===== src/design/pmi_pkg.sv =====
// Shared types, codes and saturating arithmetic for the particle motion integrator.
package pmi_pkg;

    localparam int WORD_W    = 32;
    localparam int IMASS_W   = 31;
    localparam int CFG_IDX_W = 3;
    localparam int FRAC_BITS = 16;
    localparam int LANES     = 3;

    typedef logic signed [WORD_W-1:0] word_t;
    typedef logic [LANES-1:0][WORD_W-1:0] vec3_t;

    localparam word_t WORD_MAX = {1'b0, {(WORD_W-1){1'b1}}};
    localparam word_t WORD_MIN = {1'b1, {(WORD_W-1){1'b0}}};

    typedef enum logic [2:0] {
        CMD_ADD_FORCE   = 3'd0,
        CMD_ADD_IMPULSE = 3'd1,
        CMD_STEP        = 3'd2,
        CMD_SET_POS     = 3'd3,
        CMD_SET_VEL     = 3'd4,
        CMD_SET_LIFE    = 3'd5
    } cmd_t;

    typedef enum logic [CFG_IDX_W-1:0] {
        REG_INV_MASS = 3'd0,
        REG_ACCEL_X  = 3'd1,
        REG_ACCEL_Y  = 3'd2,
        REG_ACCEL_Z  = 3'd3
    } cfg_reg_t;

    typedef enum logic [2:0] {
        PH_IDLE,
        PH_APPLY,
        PH_MUL_FORCE,
        PH_MUL_IMPULSE,
        PH_MUL_DV,
        PH_HALF,
        PH_MUL_POS,
        PH_ADD_POS
    } phase_t;

    typedef struct packed {
        phase_t phase;
        cmd_t   cmd;
    } lane_ctrl_t;

    function automatic word_t sat_wide(input logic signed [2*WORD_W-1:0] v);
        word_t r;
        if (v[2*WORD_W-1:WORD_W-1] == {(WORD_W+1){1'b0}} ||
            v[2*WORD_W-1:WORD_W-1] == {(WORD_W+1){1'b1}})
            r = v[WORD_W-1:0];
        else
            r = v[2*WORD_W-1] ? WORD_MIN : WORD_MAX;
        return r;
    endfunction

    function automatic word_t sat_add(input word_t a, input word_t b);
        logic [WORD_W:0] s;
        word_t r;
        s = {a[WORD_W-1], a} + {b[WORD_W-1], b};
        if (s[WORD_W] != s[WORD_W-1])
            r = s[WORD_W] ? WORD_MIN : WORD_MAX;
        else
            r = s[WORD_W-1:0];
        return r;
    endfunction

    function automatic word_t sat_sub(input word_t a, input word_t b);
        logic [WORD_W:0] s;
        word_t r;
        s = {a[WORD_W-1], a} - {b[WORD_W-1], b};
        if (s[WORD_W] != s[WORD_W-1])
            r = s[WORD_W] ? WORD_MIN : WORD_MAX;
        else
            r = s[WORD_W-1:0];
        return r;
    endfunction

endpackage


===== src/design/pmi_lane.sv =====
// One axis lane: holds position, velocity and accumulators, steps them with a shared multiplier.
module pmi_lane #(
    parameter int FRAC_BITS = pmi_pkg::FRAC_BITS
) (
    input  logic                         clk,
    input  logic                         rst_n,
    input  pmi_pkg::lane_ctrl_t          ctrl,
    input  pmi_pkg::word_t               vec,
    input  pmi_pkg::word_t               dt,
    input  logic [pmi_pkg::IMASS_W-1:0]  imass,
    input  pmi_pkg::word_t               accel,
    output pmi_pkg::word_t               pos,
    output pmi_pkg::word_t               vel
);

    localparam int W = pmi_pkg::WORD_W;

    pmi_pkg::word_t pos_reg, pos_next;
    pmi_pkg::word_t vel_reg, vel_next;
    pmi_pkg::word_t frc_reg, frc_next;
    pmi_pkg::word_t imp_reg, imp_next;
    pmi_pkg::word_t prod_reg, prod_next;
    pmi_pkg::word_t tmp_reg, tmp_next;
    pmi_pkg::word_t v_reg, v_next;

    pmi_pkg::word_t        mul_a;
    pmi_pkg::word_t        mul_b;
    logic [2*W-1:0]        prod_raw;
    logic signed [2*W-1:0] prod_shift;
    pmi_pkg::word_t        prod_sat;
    pmi_pkg::word_t        imass_word;

    assign imass_word = {1'b0, imass};

    always_comb
    begin
        case (ctrl.phase)
            pmi_pkg::PH_MUL_FORCE:
            begin
                mul_a = frc_reg;
                mul_b = imass_word;
            end
            pmi_pkg::PH_MUL_IMPULSE:
            begin
                mul_a = imp_reg;
                mul_b = imass_word;
            end
            pmi_pkg::PH_MUL_DV:
            begin
                mul_a = tmp_reg;
                mul_b = dt;
            end
            default:
            begin
                mul_a = tmp_reg;
                mul_b = dt;
            end
        endcase
    end

    assign prod_raw   = (2*W)'(mul_a * mul_b);
    assign prod_shift = $signed(prod_raw) >>> FRAC_BITS;
    assign prod_sat   = pmi_pkg::sat_wide(prod_shift);

    always_comb
    begin
        pos_next  = pos_reg;
        vel_next  = vel_reg;
        frc_next  = frc_reg;
        imp_next  = imp_reg;
        prod_next = prod_reg;
        tmp_next  = tmp_reg;
        v_next    = v_reg;
        case (ctrl.phase)
            pmi_pkg::PH_APPLY:
            begin
                case (ctrl.cmd)
                    pmi_pkg::CMD_ADD_FORCE:   frc_next = pmi_pkg::sat_add(frc_reg, vec);
                    pmi_pkg::CMD_ADD_IMPULSE: imp_next = pmi_pkg::sat_add(imp_reg, vec);
                    pmi_pkg::CMD_SET_POS:     pos_next = vec;
                    pmi_pkg::CMD_SET_VEL:     vel_next = vec;
                    default:                  pos_next = pos_reg;
                endcase
            end
            pmi_pkg::PH_MUL_FORCE:
            begin
                prod_next = prod_sat;
            end
            pmi_pkg::PH_MUL_IMPULSE:
            begin
                prod_next = prod_sat;
                tmp_next  = pmi_pkg::sat_add(accel, prod_reg);
            end
            pmi_pkg::PH_MUL_DV:
            begin
                prod_next = prod_sat;
                v_next    = pmi_pkg::sat_add(vel_reg, prod_reg);
            end
            pmi_pkg::PH_HALF:
            begin
                tmp_next = pmi_pkg::sat_add(v_reg, prod_reg >>> 1);
                vel_next = pmi_pkg::sat_add(v_reg, prod_reg);
                frc_next = '0;
                imp_next = '0;
            end
            pmi_pkg::PH_MUL_POS:
            begin
                prod_next = prod_sat;
            end
            pmi_pkg::PH_ADD_POS:
            begin
                pos_next = pmi_pkg::sat_add(pos_reg, prod_reg);
            end
            default:
            begin
                pos_next = pos_reg;
            end
        endcase
    end

    always_ff @(posedge clk or negedge rst_n)
    begin
        if (!rst_n)
        begin
            pos_reg <= '0;
            vel_reg <= '0;
            frc_reg <= '0;
            imp_reg <= '0;
        end
        else
        begin
            pos_reg <= pos_next;
            vel_reg <= vel_next;
            frc_reg <= frc_next;
            imp_reg <= imp_next;
        end
    end

    always_ff @(posedge clk)
    begin
        prod_reg <= prod_next;
        tmp_reg  <= tmp_next;
        v_reg    <= v_next;
    end

    assign pos = pos_reg;
    assign vel = vel_reg;

endmodule


===== config.mk =====
export PLATFORM = sky130hd
export DESIGN_NAME = pmi_lane
export DESIGN_NICKNAME = d
export VERILOG_FILES = /design/src/design/pmi_pkg.sv /design/src/design/pmi_lane.sv
export SDC_FILE = /design/constraint.sdc
export NUM_CORES = 2
export LEC_CHECK = 0
export BUFFER_PORTS_ARGS = -buffer_cell sky130_fd_sc_hd__buf_2
export CORE_MARGIN = 2
export CORE_UTILIZATION = 45
export CTS_BUF_LIST = sky130_fd_sc_hd__clkbuf_4
export DETAILED_ROUTE_END_ITERATION = 8
export SYNTH_ARGS = -nofsm -noshare
export SYNTH_HDL_FRONTEND = slang
export SYNTH_SLANG_ARGS = --single-unit

===== constraint.sdc =====
create_clock -name clk -period 18.5 [get_ports clk]
set_clock_uncertainty 0.1 [all_clocks]
set_input_delay 1.85 -clock clk [delete_from_list [all_inputs] [get_ports clk]]
set_output_delay 1.85 -clock clk [all_outputs]
set_load 0.01 [all_outputs]

* Word level (Yosys, flattened, before mapping) *
Cells that the tools add are included.

storage, ports and cells
  output and inout port bits = 64
  word-level logic and storage cells = 76
  input port bits = 135
  bits in registers = 224

cells by class
  add/sub/neg operators = 7
  multiply operators = 1
  equality and inequality tests = 22
  reductions and logical operators = 12
  multiplexer cells = 27

operator list
  operator                number
  $mux W32                21
  $pmux W32 S2            6
  $add A32 B32 Y33        6
  $mul A32 B32 Y64        1
  $add A32 B31 Y33        1
  $eq A33 B33 Y1 const B  1
  $logic_not A33 Y1       1
  $eq A3 B3 Y1 const B    5
  $eq A3 B2 Y1 const B    3
  $reduce_and A2 Y1       4
  $ne A1 B1 Y1            7
  $eq A3 B1 Y1 const B    2
  $ne A2 B1 Y1 const B    3
  $reduce_bool A2 Y1      3
  $reduce_or A4 Y1        1
  $logic_not A3 Y1        1
  $ne A2 B2 Y1 const B    1
  $reduce_or A2 Y1        1
  $logic_or A1 B1 Y1      1

* Logic depth before layout (Yosys ltp) *
  word-level depth = 7
  gate-level depth with buffers = 39
  gate-level depth less buffers = 32

* Worst setup path after synthesis *
No wires, ideal clock.

  path type = input to register
  from = input port ctrl[5] (netlist name)
  to = register prod_reg[28] (data pin)
  data arrival time = 11,189 ps
  library setup time = 145 ps
  cell stages on the path = 35
  setup slack = 7,066 ps
  cell sequence = buf_2 -> nand2b_1 -> buf_2 -> clkbuf_1 -> buf_1 -> mux2i_1 -> clkbuf_1 -> nor2_1 -> fa_1 -> inv_1 -> fa_1 -> inv_1 -> fa_1 -> inv_1 -> fa_1 -> inv_1 -> fa_1 -> fa_1 -> inv_1 -> fa_1 -> fa_1 -> inv_1 -> ha_1 -> clkbuf_1 -> a21o_1 -> a21o_1 -> a21o_1 -> or3b_2 -> o21ai_2 -> xnor2_1 -> nor3_1 -> nand4_1 -> o41a_1 -> buf_2 -> o21ai_1

on the way
  word-level cells in the longest chain between the ends = 7

ends and longest elaborated chain
  what                                                        RTL line                      text
  from (decl)                                                 pmi_lane.sv:7                 input pmi_pkg::lane_ctrl_t ctrl,
  $eq A3 B2 Y1                                                pmi_lane.sv:37                case (ctrl.phase)
  $reduce_or A2 Y1 (no line)                                  -
  $mux W32                                                    pmi_lane.sv:37
  $mul A32 B32 Y64 (*)                                        pmi_lane.sv:61                assign prod_raw = (2*W)'(mul_a * mul_b);
  $eq A33 B33 Y1 / $logic_not A33 Y1 (equally long branches)  pmi_pkg.sv:51, pmi_pkg.sv:50
  $logic_or A1 B1 Y1                                          pmi_pkg.sv:50                 if (v[2*WORD_W-1:WORD_W-1] == {(WORD_W+1){1'b0}} ||
  $mux W32 (*)                                                pmi_pkg.sv:50
  net prod_sat[28]                                            pmi_lane.sv:30                pmi_pkg::word_t prod_sat;
  to (signal assigned)                                        pmi_lane.sv:141               prod_reg <= prod_next;
  to (decl)                                                   pmi_lane.sv:22                pmi_pkg::word_t prod_reg, prod_next;

Mark *: on every way through the listed nets, which the timed path passes. The rest lies on a longest branch.
A chain may end at the register's enable or synchronous reset.

* Worst setup path after layout *
  from = input port ctrl[5] (netlist name)
  to = register prod_reg[19] (data pin)

The elaborated chain is that of the path after synthesis.

==> run_results.csv <==
group,metric,value,unit
status,outcome,"finished clean",
detailed_routing,drt-vias-per-instance,5.79,
layout,area_growth,6.77,%
job,cap_violations,0,
logic_synthesis,synth_edf_count,96,
floorplanning,die_w,356,µm
floorplanning,design.die.area,0.127,mm²
logic_synthesis,synth_seq_area_share,10.9,%
logic_synthesis,synthCells,6274,
layout,nets,7995,
cts,clkTransAtPathRegs,0.10,ns
logic_synthesis,synthFlopType,"dfrtp_1",
sta,worst_pin_slew,1.22,ns
logic_synthesis,ys_seq_elements,224,
detailed_routing,wire_per_inst,24.9,µm
worst_setup_path,arrival,13.82,ns
logic_synthesis,syn-num-nets,7900,
global_routing,grt_pass1_wl,301,mm
global_routing,grt_pass1_vias,46570,
floorplanning,die_y,356,µm
global_routing,use_met3,7.49,%
layout,nFillCells,12055,
logic_synthesis,postSynthAreaPerCell,8.90,µm²
detailed_routing,drtIter0Drc,4291,
worst_hold_path,holdCritStartpoint,"imp_reg[0]$_DFFE_PN0P_",
sta,rsz0062_at_grt,"no",
detailed_routing,dr.pass1.iters,6,
layout,drive_gt1_share,7.95,%
worst_setup_path,crit_top_cell,"fa_1",
layout,final_common_cell,"fa_1",
cts,insertion_delay,0.84,ns
global_routing,track_usage,31.8,%
global_routing,grt_use_met1,44.6,%
worst_hold_path,hold_class,"flop to flop",
sta,max_freq,0.0743,GHz
cts,htree_levels,2,
cts,cts_setup_buffers,0,
logic_synthesis,synth.distinct_cells,99,
cts,post_cts_resize_count,0,
sta,min_period_over_period,72.8,%
detailed_routing,ant_nets,0,
floorplanning,initial_core_util,45.2,%
sta,setup_ws,5.03,ns
worst_setup_path,crit_required,18.85,ns
cts,cts.sinks,224,
sta,finalSetupViolations,0,
cts,hold_buffers,0,
placement,place_hpwl,160,mm
detailed_routing,vias,46650,
placement,gp_congestion,0.972,
sta,finalHoldViolCount,0,
sta,relSlewSlack,18.4,%
worst_setup_path,reg2reg_slack,6.81,ns
sta,setup_tns,0,ns
sta,final_max_slew_viol_count,0,
worst_setup_path,critPathSlowestCell,"fa_1",
global_routing,met2_usage,48.7,%
layout,multi_input_area,0.0452,mm²
worst_setup_path,worst_r2r_startpoint,"imp_reg[31]$_DFFE_PN0P_",
global_routing,antenna_found_initial,15,
layout,fin_cells,8058,
worst_setup_path,crit_path_start_kind,"primary input",
cts,cts_tree,"built",
sta,fin_crit,13.47,ns
placement,dp.cells,7947,
detailed_routing,wirelength,200,mm
worst_setup_path,cpPeakStageDelay,1.00,ns
cts,root_buffer,"clkbuf_4",
logic_synthesis,syn_area,0.0558,mm²
floorplanning,row_count,129,
detailed_routing,drc_errors,0,
cts,cts_buffers,57,
placement,preCtsSetupSlack,4.45,ns
floorplanning,io_pins,199,
worst_setup_path,cp-startpoint,"ctrl[5]",
layout,layout_common_cells,"1088 x fa_1, 993 x inv_1, 781 x nand2_1",
logic_synthesis,async_reset_ff_share,57.1,%
layout,regArea,0.00609,mm²
cts,clockBufferDepth,3,
global_routing,grt_overflow,0,
placement,port_buffers,198,
global_routing,grt_max_degree,74,
worst_setup_path,worst-setup-path-type,"primary input to flop",
logic_synthesis,yosys_warnings,0,
worst_setup_path,end_kind,"flop",
global_routing,grt_busiest_layer,"met2",
worst_setup_path,worstPathMaxFanout,73,
floorplanning,core-area,0.123,mm²
cells in the mapped netlist, types with 45 or more instances:
library cell  instances  area (µm²)
o21bai_1             46         345
a21oi_1             336        1680
fa_1               1088       21800
o21a_1               65         488
inv_1               993        3730
o21ai_1              85         425
dfrtp_1             128        3200
a21o_1              140        1050
edfxtp_1             96        2880
nand3_1              50         250
nand2_1             781        2930
o21ai_0             154         771
nor2_1              707        2650
nor3_1               50         250
xnor2_1             174        1520
ha_1                403        5040
xor2_1               70         613
mux2i_1              79         791
nand2b_1             45         282
clkbuf_1            224         841
cell type report:
| class | instances | area share, % |
|---|---|---|
| diodes | 6 | 0.0252 |
| inverters | 994 | 6.26 |
| flip-flops and latches | 224 | 10.2 |
| well taps | 1637 | 3.44 |
| clock inverters | 28 | 0.246 |
| multi-input cells | 4788 | 75.9 |
| clock buffers | 77 | 0.970 |
| repair buffers | 304 | 3.00 |
cell families (layout without fill, tap and decap cells):
logic type                 after synthesis  after routing  synth area share (%)
muxes                                  108            108                  2.01
and+or+nand+nor                       1827           1827                  13.7
AOI/OAI and AO/OA                     1106           1106                  12.7
DFF                                    224            224                  10.9
xor gates and xnor gates               244            244                  3.83
adders and majority gates             1503           1503                  48.3
other                                    0              6                     0
buffers and inverters                 1262           1403                  8.57
path summary, 6_finish.rpt:
| check | to | depth (start not counted) |
|---|---|---|
| max | prod_reg[19]$_DFFE_PP_ | 30 |
| min | imp_reg[0]$_DFFE_PN0P_ | 2 |
| max reg2reg | prod_reg[19]$_DFFE_PP_ | 28 |
| min reg2reg | imp_reg[0]$_DFFE_PN0P_ | 2 |
| max in group asynchronous | imp_reg[8]$_DFFE_PN0P_ | 3 |
| min in group asynchronous | pos[24]$_DFFE_PN0P_ | 1 |
per-layer routing:
layer	wire length (µm)	vias to the layer above	share of wire, %
met1	83500	23743	42
li1	-	20333	-
met2	88900	2190	44
met5	0	-	0
met3	20300	384	10
met4	7740	0	3.9
metrics by stage:
step / hold slack, ns / instance area (µm²) / util (%)
6_report: 0.418 / 59600 / 48.3
2_1_floorplan: 0.365 / 55800 / -
3_5_place_dp: 0.397 / 58900 / 47.7
3_3_place_gp: 0.386 / 58900 / 47.7
4_1_cts: 0.419 / 59600 / 48.3
5_1_grt: 0.463 / 59600 / 48.3
worst max-delay path: cells and delay by family:
kind / cells / cell delay, ns
AOI/OAI and AO/OA: 3 / 1.31
xor gates and xnor gates: 1 / 0.15
adders and majority gates: 9 / 5.53
buffers and inverters: 6 / 1.70
muxes: 1 / 0.67
and+or+nand+nor: 10 / 2.45
Power is left out: the tool's default activity adds up to more than one toggle a clock period on the data nets, which glitch-free logic cannot reach.
